===== config.mk =====
export PLATFORM = sky130hd
export DESIGN_NAME = periodic_task_tick_scheduler_unit
export DESIGN_NICKNAME = d
export VERILOG_FILES = /design/src/rtl/ptts_pkg.sv /design/src/rtl/periodic_task_tick_scheduler_unit.sv /design/src/rtl/ptts_ram.sv
export VERILOG_INCLUDE_DIRS = /design/src /design/src/rtl
export SDC_FILE = /design/constraint.sdc
export NUM_CORES = 1
export LEC_CHECK = 0
export BUFFER_PORTS_ARGS = -buffer_cell sky130_fd_sc_hd__buf_2
export CAP_MARGIN = 20
export CORE_ASPECT_RATIO = 0.6
export CORE_UTILIZATION = 45
export CTS_BUF_LIST = sky130_fd_sc_hd__clkbuf_4 sky130_fd_sc_hd__clkbuf_8 sky130_fd_sc_hd__clkbuf_16
export DETAILED_ROUTE_END_ITERATION = 10
export SKIP_LAST_GASP = 1
export SLEW_MARGIN = 20
export SYNTH_ARGS = -nofsm -noshare
export SYNTH_HDL_FRONTEND = slang
export SYNTH_SLANG_ARGS = --single-unit

===== constraint.sdc =====
create_clock -name clock -period 9.54 [get_ports clock]
set_input_delay 0.477 -clock clock [delete_from_list [all_inputs] [get_ports clock]]
set_output_delay 0.477 -clock clock [all_outputs]
set_load 0.05 [all_outputs]

===== src/rtl/periodic_task_tick_scheduler_unit_assert.svh =====
// Assertion macros shared by the scheduler RTL.
`ifndef PERIODIC_TASK_TICK_SCHEDULER_UNIT_ASSERT_SVH
`define PERIODIC_TASK_TICK_SCHEDULER_UNIT_ASSERT_SVH

// Same-cycle implication, checked on every rising clock edge outside reset.
`define PTTS_ASSERT_NOW(label, clk, rst, ante, cons, msg) \
   label: assert property (@(posedge clk) disable iff (rst) (ante) |-> (cons)) \
      else $error(msg);

// Next-cycle implication, checked on every rising clock edge outside reset.
`define PTTS_ASSERT_NEXT(label, clk, rst, ante, cons, msg) \
   label: assert property (@(posedge clk) disable iff (rst) (ante) |=> (cons)) \
      else $error(msg);

`endif


===== src/rtl/ptts_pkg.sv =====
// Package with codes and field widths of the periodic task tick scheduler.
`timescale 1ns / 1ps
package ptts_pkg;

   localparam int PERIOD_W = 32;
   localparam int PRIO_W   = 2;
   localparam int INDEX_W  = 3;

   localparam int REQ_TDATA_W = 40;
   localparam int RSP_TDATA_W = 8;

   // request opcodes
   localparam logic OP_TICK = 1'b0;
   localparam logic OP_ADD  = 1'b1;

   // result kinds
   localparam logic KIND_ACK = 1'b0;
   localparam logic KIND_DUE = 1'b1;

   // add status
   localparam logic STATUS_OK   = 1'b0;
   localparam logic STATUS_FULL = 1'b1;

   localparam logic [PRIO_W-1:0] HIGHEST_PRIO = 2'd0;
   localparam logic [PRIO_W-1:0] LOWEST_PRIO  = 2'd2;

endpackage


===== src/rtl/periodic_task_tick_scheduler_unit.sv =====
// Top level of the periodic task tick scheduler.
`timescale 1ns / 1ps
// Keeps up to TASK_SLOTS periodic tasks (period, running counter, priority 0..2).
// An add request (tuser = 1) stores a task in the next free slot and returns one
// acknowledgement, or a "table full" status. A tick request (tuser = 0) walks
// priority 0, 1, 2 and, in each level, the stored slots in order: each matching
// task's counter is bumped and, once it reaches its period, cleared and the slot
// reported as due, the final report of the tick marked by tlast. One shared
// increment/compare unit visits each slot once per level through counter and task
// RAMs that each have one write port and one read port with a registered read.
// A tick with no task due returns nothing. Requests are taken only between items.
// No clearing pass is needed after reset: every slot is written when its task is
// added, before any tick reads it.
module periodic_task_tick_scheduler_unit #(
   parameter int TASK_SLOTS = 8
) (
   input  logic                            clock,
   input  logic                            reset,
   input  logic                            req_tvalid,
   output logic                            req_tready,
   // [31:0] task_period, [33:32] task_priority, [39:34] zero
   input  logic [ptts_pkg::REQ_TDATA_W-1:0] req_tdata,
   // [0] opcode
   input  logic                            req_tuser,
   output logic                            rsp_tvalid,
   input  logic                            rsp_tready,
   // [0] add_status, [3:1] task_index, [7:4] zero
   output logic [ptts_pkg::RSP_TDATA_W-1:0] rsp_tdata,
   // [0] kind
   output logic                            rsp_tuser,
   output logic                            rsp_tlast
);

   import ptts_pkg::*;

   localparam int IDX_W = (TASK_SLOTS > 1) ? $clog2(TASK_SLOTS) : 1;
   localparam int CNT_W = $clog2(TASK_SLOTS + 1);
   localparam int CFG_W = PERIOD_W + PRIO_W;

   typedef enum logic [2:0] {
      ST_IDLE,
      ST_ADD,
      ST_READ,
      ST_EVAL,
      ST_FLUSH
   } state_type;

   state_type            state_ff, state_in;
   logic [CNT_W-1:0]     total_ff, total_in;
   logic [IDX_W-1:0]     idx_ff, idx_in;
   logic [PRIO_W-1:0]    level_ff, level_in;
   logic                 pend_valid_ff, pend_valid_in;
   logic [IDX_W-1:0]     pend_idx_ff, pend_idx_in;
   logic [PERIOD_W-1:0]  period_ff, period_in;
   logic [PRIO_W-1:0]    prio_ff, prio_in;
   logic                 rsp_valid_ff, rsp_valid_in;
   logic                 rsp_kind_ff, rsp_kind_in;
   logic                 rsp_status_ff, rsp_status_in;
   logic [INDEX_W-1:0]   rsp_index_ff, rsp_index_in;
   logic                 rsp_last_ff, rsp_last_in;

   logic                 cfg_we;
   logic [CFG_W-1:0]     cfg_rdata;
   logic                 cnt_we;
   logic [IDX_W-1:0]     cnt_waddr;
   logic [PERIOD_W-1:0]  cnt_wdata;
   logic [PERIOD_W-1:0]  cnt_rdata;

   logic                 out_free;
   logic                 table_full;
   logic [IDX_W-1:0]     add_idx;
   logic [PERIOD_W-1:0]  count_sum;
   logic                 level_match;
   logic                 task_due;
   logic                 last_slot;

   ptts_ram #(
      .WIDTH (CFG_W),
      .DEPTH (TASK_SLOTS)
   ) u_task_ram (
      .clock   (clock),
      .wr_en   (cfg_we),
      .wr_addr (add_idx),
      .wr_data ({prio_ff, period_ff}),
      .rd_addr (idx_ff),
      .rd_data (cfg_rdata)
   );

   ptts_ram #(
      .WIDTH (PERIOD_W),
      .DEPTH (TASK_SLOTS)
   ) u_count_ram (
      .clock   (clock),
      .wr_en   (cnt_we),
      .wr_addr (cnt_waddr),
      .wr_data (cnt_wdata),
      .rd_addr (idx_ff),
      .rd_data (cnt_rdata)
   );

   assign out_free    = !rsp_valid_ff || rsp_tready;
   assign table_full  = (total_ff == CNT_W'(TASK_SLOTS));
   assign add_idx     = total_ff[IDX_W-1:0];
   // shared unit: one increment and one compare against the period
   assign count_sum   = cnt_rdata + PERIOD_W'(1);
   assign level_match = (cfg_rdata[CFG_W-1:PERIOD_W] == level_ff);
   assign task_due    = level_match && (count_sum >= cfg_rdata[PERIOD_W-1:0]);
   assign last_slot   = (CNT_W'(idx_ff) + CNT_W'(1) == total_ff);

   always_comb begin
      state_in      = state_ff;
      total_in      = total_ff;
      idx_in        = idx_ff;
      level_in      = level_ff;
      pend_valid_in = pend_valid_ff;
      pend_idx_in   = pend_idx_ff;
      period_in     = period_ff;
      prio_in       = prio_ff;
      rsp_valid_in  = rsp_valid_ff && !rsp_tready;
      rsp_kind_in   = rsp_kind_ff;
      rsp_status_in = rsp_status_ff;
      rsp_index_in  = rsp_index_ff;
      rsp_last_in   = rsp_last_ff;
      cfg_we        = 1'b0;
      cnt_we        = 1'b0;
      cnt_waddr     = idx_ff;
      cnt_wdata     = count_sum;

      case (state_ff)
         ST_IDLE: begin
            if (req_tvalid) begin
               period_in = req_tdata[PERIOD_W-1:0];
               prio_in   = (req_tdata[PERIOD_W+PRIO_W-1:PERIOD_W] > LOWEST_PRIO) ?
                           LOWEST_PRIO : req_tdata[PERIOD_W+PRIO_W-1:PERIOD_W];
               if (req_tuser == OP_ADD) begin
                  state_in = ST_ADD;
               end else begin
                  idx_in        = '0;
                  level_in      = HIGHEST_PRIO;
                  pend_valid_in = 1'b0;
                  state_in      = (total_ff == '0) ? ST_FLUSH : ST_READ;
               end
            end
         end
         ST_ADD: begin
            if (out_free) begin
               rsp_valid_in = 1'b1;
               rsp_kind_in  = KIND_ACK;
               rsp_last_in  = 1'b1;
               if (table_full) begin
                  rsp_status_in = STATUS_FULL;
                  rsp_index_in  = '0;
               end else begin
                  rsp_status_in = STATUS_OK;
                  rsp_index_in  = INDEX_W'(add_idx);
                  cfg_we        = 1'b1;
                  cnt_we        = 1'b1;
                  cnt_waddr     = add_idx;
                  cnt_wdata     = '0;
                  total_in      = total_ff + CNT_W'(1);
               end
               state_in = ST_IDLE;
            end
         end
         ST_READ: begin
            state_in = ST_EVAL;
         end
         ST_EVAL: begin
            // hold the slot while an earlier due report cannot leave
            if (!(task_due && pend_valid_ff && !out_free)) begin
               if (level_match) begin
                  cnt_we = 1'b1;
               end
               if (task_due) begin
                  cnt_wdata = '0;
                  if (pend_valid_ff) begin
                     rsp_valid_in  = 1'b1;
                     rsp_kind_in   = KIND_DUE;
                     rsp_status_in = STATUS_OK;
                     rsp_index_in  = INDEX_W'(pend_idx_ff);
                     rsp_last_in   = 1'b0;
                  end
                  pend_valid_in = 1'b1;
                  pend_idx_in   = idx_ff;
               end
               if (last_slot) begin
                  idx_in = '0;
                  if (level_ff == LOWEST_PRIO) begin
                     state_in = ST_FLUSH;
                  end else begin
                     level_in = level_ff + PRIO_W'(1);
                     state_in = ST_READ;
                  end
               end else begin
                  idx_in   = idx_ff + IDX_W'(1);
                  state_in = ST_READ;
               end
            end
         end
         ST_FLUSH: begin
            if (!pend_valid_ff) begin
               state_in = ST_IDLE;
            end else if (out_free) begin
               rsp_valid_in  = 1'b1;
               rsp_kind_in   = KIND_DUE;
               rsp_status_in = STATUS_OK;
               rsp_index_in  = INDEX_W'(pend_idx_ff);
               rsp_last_in   = 1'b1;
               pend_valid_in = 1'b0;
               state_in      = ST_IDLE;
            end
         end
         default: begin
            state_in = ST_IDLE;
         end
      endcase
   end

   always_ff @(posedge clock) begin
      if (reset) begin
         state_ff      <= ST_IDLE;
         total_ff      <= '0;
         pend_valid_ff <= 1'b0;
         rsp_valid_ff  <= 1'b0;
      end else begin
         state_ff      <= state_in;
         total_ff      <= total_in;
         pend_valid_ff <= pend_valid_in;
         rsp_valid_ff  <= rsp_valid_in;
      end
      idx_ff        <= idx_in;
      level_ff      <= level_in;
      pend_idx_ff   <= pend_idx_in;
      period_ff     <= period_in;
      prio_ff       <= prio_in;
      rsp_kind_ff   <= rsp_kind_in;
      rsp_status_ff <= rsp_status_in;
      rsp_index_ff  <= rsp_index_in;
      rsp_last_ff   <= rsp_last_in;
   end

   assign req_tready = (state_ff == ST_IDLE);
   assign rsp_tvalid = rsp_valid_ff;
   assign rsp_tdata  = {{(RSP_TDATA_W - INDEX_W - 1){1'b0}}, rsp_index_ff, rsp_status_ff};
   assign rsp_tuser  = rsp_kind_ff;
   assign rsp_tlast  = rsp_last_ff;

`include "periodic_task_tick_scheduler_unit_assert.svh"

   `PTTS_ASSERT_NOW(a_idle_no_pending, clock, reset, req_tready, !pend_valid_ff, "due report left pending between requests")
   `PTTS_ASSERT_NOW(a_scan_in_range, clock, reset, state_ff == ST_READ, CNT_W'(idx_ff) < total_ff, "scan slot beyond stored tasks")
   `PTTS_ASSERT_NOW(a_level_in_range, clock, reset, state_ff == ST_READ, level_ff <= LOWEST_PRIO, "scan level beyond lowest priority")
   `PTTS_ASSERT_NOW(a_add_not_full, clock, reset, cfg_we, !table_full, "task stored into a full table")
   `PTTS_ASSERT_NEXT(a_due_kept, clock, reset, state_ff == ST_EVAL && task_due && !(pend_valid_ff && !out_free), pend_valid_ff, "due slot not held for report")

endmodule


===== src/rtl/ptts_ram.sv =====
// Generic single-write, single-read RAM with registered read data.
`timescale 1ns / 1ps
module ptts_ram #(
   parameter int WIDTH  = 32,
   parameter int DEPTH  = 8,
   parameter int ADDR_W = (DEPTH > 1) ? $clog2(DEPTH) : 1
) (
   input  logic              clock,
   input  logic              wr_en,
   input  logic [ADDR_W-1:0] wr_addr,
   input  logic [WIDTH-1:0]  wr_data,
   input  logic [ADDR_W-1:0] rd_addr,
   output logic [WIDTH-1:0]  rd_data
);

   logic [WIDTH-1:0] mem_ff [DEPTH];
   logic [WIDTH-1:0] rd_data_ff;

   always_ff @(posedge clock) begin
      if (wr_en) begin
         mem_ff[wr_addr] <= wr_data;
      end
      rd_data_ff <= mem_ff[rd_addr];
   end

   assign rd_data = rd_data_ff;

endmodule


# Word-level counts from Yosys, hierarchy flattened
# Memories as Yosys holds them, arrays and structs flattened. A register that Yosys moved wholly into a read port is not among the register bits.
# Cells that the tools add are included.
dict set report op_classes {
  n_mux 76
  reduce_logical 22
  div_mod_pow 0
  addsub 5
  multipliers 0
  n_bitwise 2
  magnitude_cmp 2
  n_shift 0
  n_eq_ne 18
}
# cell n
set op_table {}
lappend op_table {{2-to-1 mux 32 bit} 4}
lappend op_table {{2-to-1 mux 3 bit} 22}
lappend op_table {{one-hot mux 32 bit (2 select lines)} 1}
lappend op_table {{2-to-1 mux 1 bit} 34}
lappend op_table {{adder 32 x 1 -> 32 bit, second input constant} 1}
lappend op_table {{>= comparator 32 bit} 1}
lappend op_table {{!= test 2 bit, second input constant} 10}
lappend op_table {{one-hot mux 1 bit (3 select lines)} 5}
lappend op_table {{one-hot mux 3 bit (5 select lines)} 1}
lappend op_table {{2-to-1 mux 2 bit} 5}
lappend op_table {{AND reduction 5 bit} 2}
lappend op_table {{one-hot mux 3 bit (3 select lines)} 1}
lappend op_table {{AND reduction 7 bit} 1}
lappend op_table {{== test 3 x 2 -> 1 bit, second input constant} 2}
lappend op_table {{one-hot mux 3 bit (2 select lines)} 1}
lappend op_table {{AND reduction 3 bit} 2}
lappend op_table {{AND reduction 6 bit} 1}
lappend op_table {{nonzero test 3 bit} 2}
lappend op_table {{adder 3 x 1 -> 4 bit, second input constant} 1}
lappend op_table {{adder 4 x 1 -> 4 bit, second input constant} 1}
lappend op_table {{== test 4 bit} 1}
lappend op_table {{== test 4 bit, second input constant} 1}
lappend op_table {{logical AND 1 bit} 4}
lappend op_table {{zero test 4 bit} 1}
lappend op_table {{other kinds (16)} 20}
dict set report totals {
  rom_bits 0
  ram_bits 528
  ff_bits 57
  output_inout_bits 12
  word_cells 140
  latch_bits 0
  memories 2
  in_bits 45
}
# name depth width read_ports rd_ports_with_merged_regs wr line_no
set mem_list {}
lappend mem_list {u_task_ram.mem_ff 8 34 1 1 1 ptts_ram.sv:16} ;# logic [WIDTH-1:0] mem_ff [DEPTH];
lappend mem_list {u_count_ram.mem_ff 8 32 1 1 1 ptts_ram.sv:16}

# Depth between registers and ports, before layout
# Gate-level depths: netlist of run 1.
dict set report logic_depth {
  depth_word 9
  depth_mapped 15
  mapped_depth_nobuf 13
}

# Modules after synthesis
# Synthesis of run 1 repeated with hierarchy kept, for this count alone.
dict set report hier_totals {
  hier_cells 1277
  area_unflattened_um2 25522.0
}
# mod cells_each area_each_um2 n_inst seq_area_each_um2
set by_module_without_submodules {}
lappend by_module_without_submodules {{ptts_ram (u_task_ram)} 441 11083.1 1 8848.5}
lappend by_module_without_submodules {{ptts_ram (u_count_ram)} 415 10466.3 1 8328.0}
lappend by_module_without_submodules {periodic_task_tick_scheduler_unit 421 3972.6 1 1621.6}

# Least setup slack after synthesis of run 1
# Ideal clock, no wire load.
dict set report synth_timing {
  path_type {register to register}
  startpoint {register total_ff[0]}
  endpoint {memory u_task_ram.mem_ff[0][0] (netlist bit), enable pin}
  arrival_time_ns 4.812
  path_buffers 3
  path_stages_with_launch 9
  synth_period_minus_slack_ns 5.322
  slack_ns 4.218
  t_required_ns 9.030
  setup_ns 0.510
  cell_sequence {dfxtp_1 > clkbuf_1 > inv_1 > ha_1 > nand3b_1 > nand2_1 > clkbuf_1 > clkbuf_1 > nor4_1}
}
dict set report synth_via {
  elab_chain_cells 6
}
# element line_no
set synth_lines {}
lappend synth_lines {{start: declaration} periodic_task_tick_scheduler_unit.sv:49} ;# logic [CNT_W-1:0] total_ff, total_in;
lappend synth_lines {{start signal: assignment} periodic_task_tick_scheduler_unit.sv:227} ;# total_ff <= total_in;
lappend synth_lines {{== test 4 bit} periodic_task_tick_scheduler_unit.sv:102} ;# assign table_full = (total_ff == CNT_W'(TASK_SLOTS));
lappend synth_lines {{2-to-1 mux 1 bit} periodic_task_tick_scheduler_unit.sv:150} ;# if (table_full) begin
lappend synth_lines {{2-to-1 mux 1 bit} periodic_task_tick_scheduler_unit.sv:146} ;# if (out_free) begin
lappend synth_lines {{2-to-1 mux 1 bit} periodic_task_tick_scheduler_unit.sv:129} ;# case (state_ff)
lappend synth_lines {{2-to-1 mux 1 bit} ptts_ram.sv:20} ;# if (wr_en) begin
lappend synth_lines {{2-to-1 mux 1 bit (not written as such)} ptts_ram.sv:21} ;# mem_ff[wr_addr] <= wr_data;
lappend synth_lines {{end: declaration} ptts_ram.sv:16}
# Several ways; a longest one is shown, not always the timed one.

# Worst setup path in the final report of run 1
dict set report layout_timing {
  startpoint {register u_count_ram.rd_data_ff[0], in the netlist u_count_ram.rd_data[0] (read register of u_count_ram.mem_ff)}
  endpoint {memory u_count_ram.mem_ff[4][0], in the netlist u_count_ram.mem_ff[2][0] (data pin)}
}
dict set report layout_via {
  elab_chain_cells 7
  elab_cells_between_ends 10
  classes_between {add/sub (1); order compare (1); mux (5); reduce/logical (3)}
}
# element line_no
set layout_lines {}
lappend layout_lines {{start: declaration} ptts_ram.sv:17} ;# logic [WIDTH-1:0] rd_data_ff;
lappend layout_lines {{adder 32 x 1 -> 32 bit (*)} periodic_task_tick_scheduler_unit.sv:105} ;# assign count_sum = cnt_rdata + PERIOD_W'(1);
lappend layout_lines {{>= comparator 32 bit} periodic_task_tick_scheduler_unit.sv:107} ;# assign task_due = level_match && (count_sum >= cfg_rdata[PERIOD_W-1:0]);
lappend layout_lines {{logical AND 1 bit} periodic_task_tick_scheduler_unit.sv:107}
lappend layout_lines {{logical AND 1 bit (2 in a row)} periodic_task_tick_scheduler_unit.sv:170} ;# if (!(task_due && pend_valid_ff && !out_free)) begin
lappend layout_lines {{2-to-1 mux 32 bit} periodic_task_tick_scheduler_unit.sv:170}
lappend layout_lines {{one-hot mux 32 bit (2 select lines) (*)} periodic_task_tick_scheduler_unit.sv:129}
lappend layout_lines {{net cnt_wdata[0]} periodic_task_tick_scheduler_unit.sv:66} ;# logic [PERIOD_W-1:0] cnt_wdata;
lappend layout_lines {{end: declaration} ptts_ram.sv:16}
# Mark *: on every way through the listed nets, which the timed path passes. The rest lies on a longest branch.

==> reports/qor.json, run 1 <==
{
  "clocking": {
    "level_count_of_the_clock_h_tree": 2,
    "clk_path_buf_depth": 3,
    "cts_hold_repair.buffers": 0,
    "cts.sink_count": 651,
    "clock_tree_from_tritoncts": "done",
    "path_clk_slew_ns": 0.07,
    "clk_latency_ns": 0.59,
    "clock-root-buffer": "sky130_fd_sc_hd__clkbuf_16",
    "total_cts_buffers": 56,
    "postCtsResizedCells": 0,
    "post_cts.repair.setup_buffers": 0
  },
  "sta": {
    "period_needed_ns": 5.95,
    "post-route-period-util_pct": 62.3,
    "final_setup_margin_ns": 3.59,
    "final_hold_viol_count": 0,
    "tightestPinTransition_ns": 1.03,
    "max_freq_mhz": 168,
    "number_of_max_slew_violations_in_the_final_report": 0,
    "final-setup-viol-count": 0,
    "grt_setup_unrepaired": "false",
    "max-slew-margin-rel_pct": 31.4,
    "finalSetupTns_ns": 0,
    "clock_skew_ns": 0.0163
  },
  "worst_setup_path": {
    "timing.critical_path.slowest_cell_delay_ns": 0.86,
    "critPathArrivalTime_ns": 6.23,
    "timing.setup.critical_path_class": "reg2reg",
    "critical-path-top-delay-family": "compound AO/OA/AOI/OAI gates",
    "timing.critical_path.required_ns": 9.83,
    "cp_slowest_cell": "sky130_fd_sc_hd__o21ai_4",
    "worst-path-buf-inv": 1,
    "timing.critical_path.to_type": "register",
    "crit_chain": "ha_1 -> and3_1 -> and2_1 -> nand3_1 -> xnor2_1 -> ha_1 -> nand4_1 -> nor3_1 -> a221oi_1 -> a31oi_1 -> o21ai_4 -> inv_1 -> nor3_1",
    "crit_path_start_kind": "register",
    "path_max_fanout": 33
  },
  "detailed_routing": {
    "route.detailed.vias_per_inst": 5.44,
    "drc": 0,
    "drt-wirelength-per-cell_um": 22.9,
    "detailedRoute.firstIterationViolations": 928,
    "via_count": 11700,
    "routed_wirelength_mm": 49.3,
    "antenna_violating_nets_post_route": 0,
    "drtPass1Iterations": 5
  },
  "grt": {
    "grt_first_pass_wirelength_mm": 75.3,
    "groute.usage.overall_pct": 17.8,
    "grt_pass1_vias": 12000,
    "grt_antenna_before_repair": 0,
    "overflow": 0,
    "largest_net_degree_at_the_start_of_global_routing": 66
  },
  "synthesis": {
    "synth-seq-cells": 651,
    "synth_top_family_by_area": "multiplexers",
    "synth_xor_area_share_pct": 1.32,
    "synth.cells.most_frequent": "sky130_fd_sc_hd__edfxtp_1, sky130_fd_sc_hd__mux4_2, sky130_fd_sc_hd__dfxtp_1",
    "area_share_of_the_leading_cell_type_in_the_synthesized_netlist_pct": 68.6,
    "yosys.cell_count.top_type": "sky130_fd_sc_hd__edfxtp_1",
    "synth.avg_cell_area_um2": 19.6,
    "synth_enable_flop_cells": 576,
    "synth_sequential_area_ratio_pct": 74.6,
    "ys_warn_count": 0,
    "synthFlopType": "sky130_fd_sc_hd__edfxtp_1",
    "mappedNetlistArea_um2": 25200,
    "yosys-mux-area-fraction_pct": 14.8,
    "synth-simple-area-share_pct": 4.07,
    "synth_compound_area_share_pct": 1.57,
    "netlist.top_cell.by_area": "sky130_fd_sc_hd__edfxtp_1",
    "synthDistinctLibCells": 57,
    "top_area_cells_in_the_synthesized_netlist": "sky130_fd_sc_hd__edfxtp_1, sky130_fd_sc_hd__mux4_2, sky130_fd_sc_hd__dfxtp_1",
    "synthCells": 1286,
    "synthAdderAreaFrac_pct": 1.84,
    "asyncSetResetFlopFracSynth_pct": 0
  },
  "floorplan": {
    "effective_utilization_at_floorplan_pct": 46.0,
    "die-width_um": 308,
    "core.rowCount": 66,
    "ioPinCount": 57,
    "fp.dieH_um": 185,
    "core_um2": 54800,
    "design.die.area_um2": 57000
  },
  "placement": {
    "pre_cts_ws_ns": 3.72,
    "place_hpwl_mm": 27.9,
    "routabilityCongestion": 0.840,
    "io_buffer_count": 46
  },
  "final_layout": {
    "flow.area_growth_from_synthesis_pct": 12.4,
    "antennaDiodeCount": 0,
    "drive_above_1_share_pct": 28.6,
    "num-nets-final": 1437
  },
  "worst_hold_path": {
    "hp-class": "in2reg"
  },
  "power_and_ir_drop": {
    "ir_worst_vdd_uv": 147,
    "static-leakage-power_nw": 9.38,
    "power.density_cell_area_nw_per_um2": 221
  },
  "run_status": {
    "status": "completed"
  },
  "job": {
    "timing.max_cap.violations": 0
  }
}
==> flip-flops by register name, summed over array words and instances, names as in the netlist <==
signal               cells
u_task_ram.mem_ff      272
prio_ff                  2
rsp_tvalid               1
total_ff                 4
rsp_tlast                1
period_ff               32
rsp_index_ff             3
pend_idx_ff              3
rsp_status_ff            1
u_count_ram.mem_ff     256
u_count_ram.rd_data     32
level_ff                 2
pend_valid_ff            1
u_task_ram.rd_data      34
idx_ff                   3
state_ff                 3
rsp_tuser                1
==> per-layer routing <==
metal,share of wire (%),track usage [%],up-vias
met1,48,27.1,6096
li1,-,-,5278
met2,45,27.5,286
met5,0,0,-
met3,4.9,2.65,50
met4,1.2,3.44,0
==> through the flow <==
stage                     cell area, um2  total power, mW  hold slack (ns)  instances  utilization (%)
after detailed placement           26400             3.97            0.502       2045             48.2
after floorplan                    25200             3.79            0.424       1289                -
after global placement             26400             3.96            0.507       2045             48.2
after CTS                          28300             6.33           0.0241       2151             51.8
final                              28300             6.27           0.0568       2151             51.8
after global routing               28300             6.50           0.0221       2151             51.8
==> cell type report <==
type | count | area, um2
repair buffers | 70 | 410
clock buffers | 77 | 1630
clock inverters | 29 | 319
multi-input cells | 533 | 6090
inverters | 43 | 161
fillers | 4359 | 26400
flip-flops and latches | 651 | 18800
well taps | 748 | 936
==> where the power goes <==
group          switching, mW  internal [mW]
combinational          0.325          0.223
clock                   1.00           1.36
sequential            0.0747           3.28
total                   1.40           4.87
==> placed cells by master, fill, tap and decap left out, types with 37 or more instances in the layout <==
cell type	instances
sky130_fd_sc_hd__dfxtp_1	75
sky130_fd_sc_hd__ha_1	37
sky130_fd_sc_hd__inv_1	42
sky130_fd_sc_hd__clkbuf_16	57
sky130_fd_sc_hd__edfxtp_1	576
sky130_fd_sc_hd__and3_1	41
sky130_fd_sc_hd__buf_2	46
sky130_fd_sc_hd__mux4_2	132
sky130_fd_sc_hd__mux2_2	67
sky130_fd_sc_hd__nand2_1	38
==> kinds of logic (layout without fill, tap and decap cells) <==
kind of cell,after synthesis,count (layout)
AO/OA/AOI/OAI,63,63
XOR/XNOR,37,37
adder cells (fa/ha/maj),37,37
buffers and inverters,105,219
flip-flops,651,651
multiplexers,200,200
other,1,4
AND/OR/NAND/NOR,192,192
==> final timing paths <==
check / startpoint / to / slack [ns] / depth (start not counted)
worst max-delay path: u_count_ram.rd_data[0] / u_count_ram.mem_ff[2][0] / 3.59 / 13
worst min-delay path: req_tdata[31] / period_ff[31] / 0.06 / 1
worst max register to register: u_count_ram.rd_data[0] / u_count_ram.mem_ff[2][0] / 3.59 / 13
worst min register to register: pend_idx_ff[0] / rsp_index_ff[0] / 0.52 / 2
No activity file was read; power rests on OpenSTA's default activity.
==> run 2: changes to the inputs <==
==> constraint.sdc (replaced) <==
create_clock -name clock -period 4.9 [get_ports clock]
set_input_delay 0.245 -clock clock [delete_from_list [all_inputs] [get_ports clock]]
set_output_delay 0.245 -clock clock [all_outputs]
set_load 0.05 [all_outputs]
==> run 2 against run 1 <==
Sequential cell count did not move; clock skew rose by 0.0072 ns; critical path depth did not move; utilization rose by 1.2 points; sequential share of layout area fell by 1.5 points; final cell count rose by 2.1%; setup slack got worse by 3.3 ns; cell area rose by 2.3%; via count rose by 3.0%; clock power rose by 99%; sequential power rose by 94%; critical endpoint is now u_count_ram.mem_ff[3][9].
==> reports/qor.json, run 2 (synthesized netlist as in run 1, its figures left out) <==
{
  "run_status": {
    "status": {"value": "completed", "change": "unchanged"}
  },
  "grt": {
    "largest_net_degree_at_the_start_of_global_routing": {"value": 136, "change": "was 66"},
    "grt_pass1_vias": {"value": 12300, "change": "was 12.0k"},
    "overflow": {"value": 0, "change": "unchanged"},
    "grt_first_pass_wirelength": {"value": 77.4, "unit": "mm", "change": "was 75.3 mm"},
    "groute.usage.overall": {"value": 18.3, "unit": "%", "change": "was 17.8%"},
    "grt_antenna_before_repair": {"value": 0, "change": "unchanged"}
  },
  "floorplan": {
    "ioPinCount": {"value": 57, "change": "unchanged"},
    "design.die.area": {"value": 57000, "unit": "um2", "change": "unchanged"},
    "core.rowCount": {"value": 66, "change": "unchanged"},
    "effective_utilization_at_floorplan": {"value": 46.0, "unit": "%", "change": "unchanged"},
    "die-width": {"value": 308, "unit": "um", "change": "unchanged"},
    "fp.dieH": {"value": 185, "unit": "um", "change": "unchanged"},
    "core": {"value": 54800, "unit": "um2", "change": "unchanged"}
  },
  "worst_setup_path": {
    "timing.critical_path.to_type": {"value": "register", "change": "unchanged"},
    "cp_slowest_cell": {"value": "sky130_fd_sc_hd__and2_1", "change": "was sky130_fd_sc_hd__o21ai_4"},
    "timing.critical_path.required": {"value": 5.22, "unit": "ns", "change": "was 9.83 ns"},
    "path_max_fanout": {"value": 32, "change": "was 33"},
    "critical-path-top-delay-family": {"value": "simple AND/OR/NAND/NOR gates", "change": "was compound AO/OA/AOI/OAI gates"},
    "worst_r2r_startpoint": {"value": "u_count_ram.rd_data[0]", "change": "unchanged"},
    "cp_common_cell": "sky130_fd_sc_hd__ha_1",
    "worst-path-buf-inv": {"value": 1, "change": "unchanged"},
    "rrSetupSlack": {"value": 0.25, "unit": "ns", "change": "was 3.59 ns"},
    "timing.critical_path.slowest_cell_delay": {"value": 0.51, "unit": "ns", "change": "was 0.86 ns"},
    "timing.setup.critical_path_class": {"value": "reg2reg", "change": "unchanged"},
    "timing.rr.end": {"value": "u_count_ram.mem_ff[3][9]", "change": "was u_count_ram.mem_ff[2][0]"},
    "crit_chain": {"value": "ha_1 -> and3_1 -> and2_1 -> nand3_1 -> xnor2_1 -> ha_1 -> nand4_1 -> nor3_1 -> o311ai_2 -> a31oi_1 -> o31a_1 -> nor2_4 -> buf_12", "change": "was ha_1 -> and3_1 -> and2_1 -> nand3_1 -> xnor2_1 -> ha_1 -> nand4_1 -> nor3_1 -> a221oi_1 -> a31oi_1 -> o21ai_4 -> inv_1 -> nor3_1"},
    "critPathArrivalTime": {"value": 4.97, "unit": "ns", "change": "was 6.23 ns"},
    "crit_path_start_kind": {"value": "register", "change": "unchanged"},
    "r2r_cells": {"value": 13, "change": "unchanged"}
  },
  "detailed_routing": {
    "detailedRoute.firstIterationViolations": {"value": 968, "change": "was 928"},
    "wl_met3": {"value": 2.73, "unit": "mm", "change": "was 2.43 mm"},
    "via_count": {"value": 12100, "change": "was 11.7k"},
    "route.detailed.vias_per_inst": {"value": 5.49, "change": "was 5.44"},
    "drtPass1Iterations": {"value": 5, "change": "unchanged"},
    "antenna_violating_nets_post_route": {"value": 0, "change": "unchanged"},
    "routed_wirelength": {"value": 50.9, "unit": "mm", "change": "was 49.3 mm"},
    "met2_length": {"value": 22.8, "unit": "mm", "change": "was 22.4 mm"},
    "drc": {"value": 0, "change": "unchanged"},
    "drt-wirelength-per-cell": {"value": 23.2, "unit": "um", "change": "was 22.9 um"},
    "drt-met1-wl": {"value": 24.7, "unit": "mm", "change": "was 23.8 mm"},
    "top_signal_layer_used": {"value": "met4", "change": "unchanged"}
  },
  "sta": {
    "finalSetupTns": {"value": 0, "unit": "ns", "change": "unchanged"},
    "tightestPinTransition": {"value": 0.972, "unit": "ns", "change": "was 1.03 ns"},
    "period_needed": {"value": 4.65, "unit": "ns", "change": "was 5.95 ns"},
    "max_freq": {"value": 215, "unit": "MHz", "change": "was 168 MHz"},
    "max-slew-margin-rel": {"value": 34.5, "unit": "%", "change": "was 31.4%"},
    "final_setup_margin": {"value": 0.253, "unit": "ns", "change": "was 3.59 ns"},
    "final_hold_viol_count": {"value": 0, "change": "unchanged"},
    "final-setup-viol-count": {"value": 0, "change": "unchanged"},
    "grt_setup_unrepaired": {"value": "false", "change": "unchanged"},
    "final.hold.worst_slack": {"value": 0.0748, "unit": "ns", "change": "was 0.0568 ns"},
    "clock_skew": {"value": 0.0235, "unit": "ns", "change": "was 0.0163 ns"},
    "post-route-period-util": {"value": 94.8, "unit": "%", "change": "was 62.3%"},
    "number_of_max_slew_violations_in_the_final_report": {"value": 0, "change": "unchanged"}
  },
  "power_and_ir_drop": {
    "ir_worst_vdd": {"value": 281, "unit": "uV", "change": "was 147 uV"},
    "design_power_total": {"value": 12.4, "unit": "mW", "change": "was 6.27 mW"},
    "static-leakage-power": {"value": 9.64, "unit": "nW", "change": "was 9.38 nW"},
    "power.density_cell_area": {"value": 426, "unit": "nW/um2", "change": "was 221 nW/um2"}
  },
  "clocking": {
    "total_cts_buffers": {"value": 56, "change": "unchanged"},
    "post_cts.repair.setup_buffers": {"value": 0, "change": "unchanged"},
    "clk_path_buf_depth": {"value": 3, "change": "unchanged"},
    "clock_tree_from_tritoncts": {"value": "done", "change": "unchanged"},
    "clock-root-buffer": {"value": "sky130_fd_sc_hd__clkbuf_16", "change": "unchanged"},
    "postCtsResizedCells": {"value": 0, "change": "unchanged"},
    "cts.sink_count": {"value": 651, "change": "unchanged"},
    "path_clk_slew": {"value": 0.07, "unit": "ns", "change": "about the same"},
    "clk_latency": {"value": 0.60, "unit": "ns", "change": "was 0.59 ns"},
    "level_count_of_the_clock_h_tree": {"value": 2, "change": "unchanged"}
  },
  "final_layout": {
    "mostFrequentLayoutCell": {"value": "sky130_fd_sc_hd__edfxtp_1", "change": "unchanged"},
    "top_register": {"value": "u_task_ram.mem_ff", "change": "unchanged"},
    "drive_above_1_share": {"value": 28.0, "unit": "%", "change": "was 28.6%"},
    "largest_reg_flops": {"value": 272, "change": "unchanged"},
    "final_cell_mix": {"value": "sky130_fd_sc_hd__edfxtp_1, sky130_fd_sc_hd__mux4_2, sky130_fd_sc_hd__dfxtp_1", "change": "unchanged"},
    "flow.area_growth_from_synthesis": {"value": 15.0, "unit": "%", "change": "was 12.4%"},
    "final_core_util": {"value": 52.9, "unit": "%", "change": "was 51.8%"},
    "antennaDiodeCount": {"value": 0, "change": "unchanged"},
    "num-nets-final": {"value": 1483, "change": "was 1437"}
  },
  "job": {
    "timing.max_cap.violations": {"value": 0, "change": "unchanged"}
  },
  "worst_hold_path": {
    "hold_path_depth": {"value": 3, "change": "was 1"},
    "hold_path.startpoint": {"value": "rsp_tready", "change": "was req_tdata[31]"},
    "hold_end": {"value": "rsp_tvalid", "change": "was period_ff[31]"},
    "hp-class": {"value": "in2reg", "change": "unchanged"}
  },
  "placement": {
    "io_buffer_count": {"value": 46, "change": "unchanged"},
    "place_hpwl": {"value": 28.6, "unit": "mm", "change": "was 27.9 mm"},
    "routabilityCongestion": {"value": 0.798, "change": "was 0.840"},
    "pre_cts_ws": {"value": 0.372, "unit": "ns", "change": "was 3.72 ns"}
  }
}
run 2: cell count changes in the layout (fill, tap and decap cells not counted), moves of 2 or more:
cell,previous run,this run
sky130_fd_sc_hd__clkinv_2,15,10
sky130_fd_sc_hd__clkbuf_8,8,6
sky130_fd_sc_hd__bufinv_16,6,9
sky130_fd_sc_hd__dlygate4sd3_1,0,35
sky130_fd_sc_hd__clkinv_1,2,6
sky130_fd_sc_hd__buf_12,0,14
sky130_fd_sc_hd__buf_4,24,20
run 2: metrics by stage:
| stage | instances | area (um2) |
|---|---|---|
| finish | 2196 | 29000 |
| global route | 2196 | 29000 |
| CTS | 2196 | 29000 |
| detailed placement | 2056 | 26600 |
| global placement | 2055 | 26600 |
| floorplan | 1289 | 25200 |
run 2: cell type report:
| type | count | area (um2) |
|---|---|---|
| Inverter | 43 | 161 |
| Tap cell | 748 | 936 |
| Fill cell | 4276 | 25800 |
| Clock inverter | 32 | 427 |
| Timing Repair Buffer | 116 | 1020 |
| Sequential cell | 651 | 18800 |
| Clock buffer | 73 | 1570 |
| Multi-Input combinational cell | 533 | 6080 |
run 2: worst reg2reg max path, delay by kind of cell (launching register included):
kind | cells | cell delay (ns)
buffers and inverters | 1 | 0.23
AO/OA/AOI/OAI | 3 | 1.27
flip-flops | 1 | 0.50
XOR/XNOR | 1 | 0.20
adder cells (fa/ha/maj) | 2 | 0.60
AND/OR/NAND/NOR | 6 | 1.54
run 2: worst max path at each step:
| stage | slack [ns] | cells past startpoint | endpoint | startpoint |
|---|---|---|---|---|
| CTS | 0.34 | 14 | u_count_ram.mem_ff[3][5] | u_count_ram.rd_data[0] |
| detailed placement | 0.37 | 14 | u_count_ram.mem_ff[3][9] | u_count_ram.rd_data[0] |
| global placement | 0.58 | 13 | u_count_ram.mem_ff[5][6] | u_count_ram.rd_data[0] |
| global route | 0.06 | 15 | u_count_ram.mem_ff[5][0] | u_count_ram.rd_data[0] |
| floorplan | -0.42 | 8 | u_task_ram.mem_ff[0][0] | total_ff[0] |
| finish | 0.25 | 13 | u_count_ram.mem_ff[3][9] | u_count_ram.rd_data[0] |
run 2: metal layers:
| layer | up-vias | global-route usage, % |
|---|---|---|
| li1 | 5363 | - |
| met1 | 6328 | 28.3 |
| met2 | 310 | 27.5 |
| met3 | 63 | 2.93 |
| met4 | 0 | 3.30 |
| met5 | - | 0 |
run 2: power breakdown:
group / leakage [nW] / total (mW) / internal, mW / switching (mW)
combinational: 2.80 / 1.12 / 0.474 / 0.650
clock: 0.988 / 4.70 / 2.74 / 1.96
sequential: 5.85 / 6.53 / 6.39 / 0.146
run 2: what timing repair did:
item | CTS | global route
endpoints found under the hold margin | 40 | 0
hold buffers | 35 | 0
endpoints found under the setup margin | 0 | 0
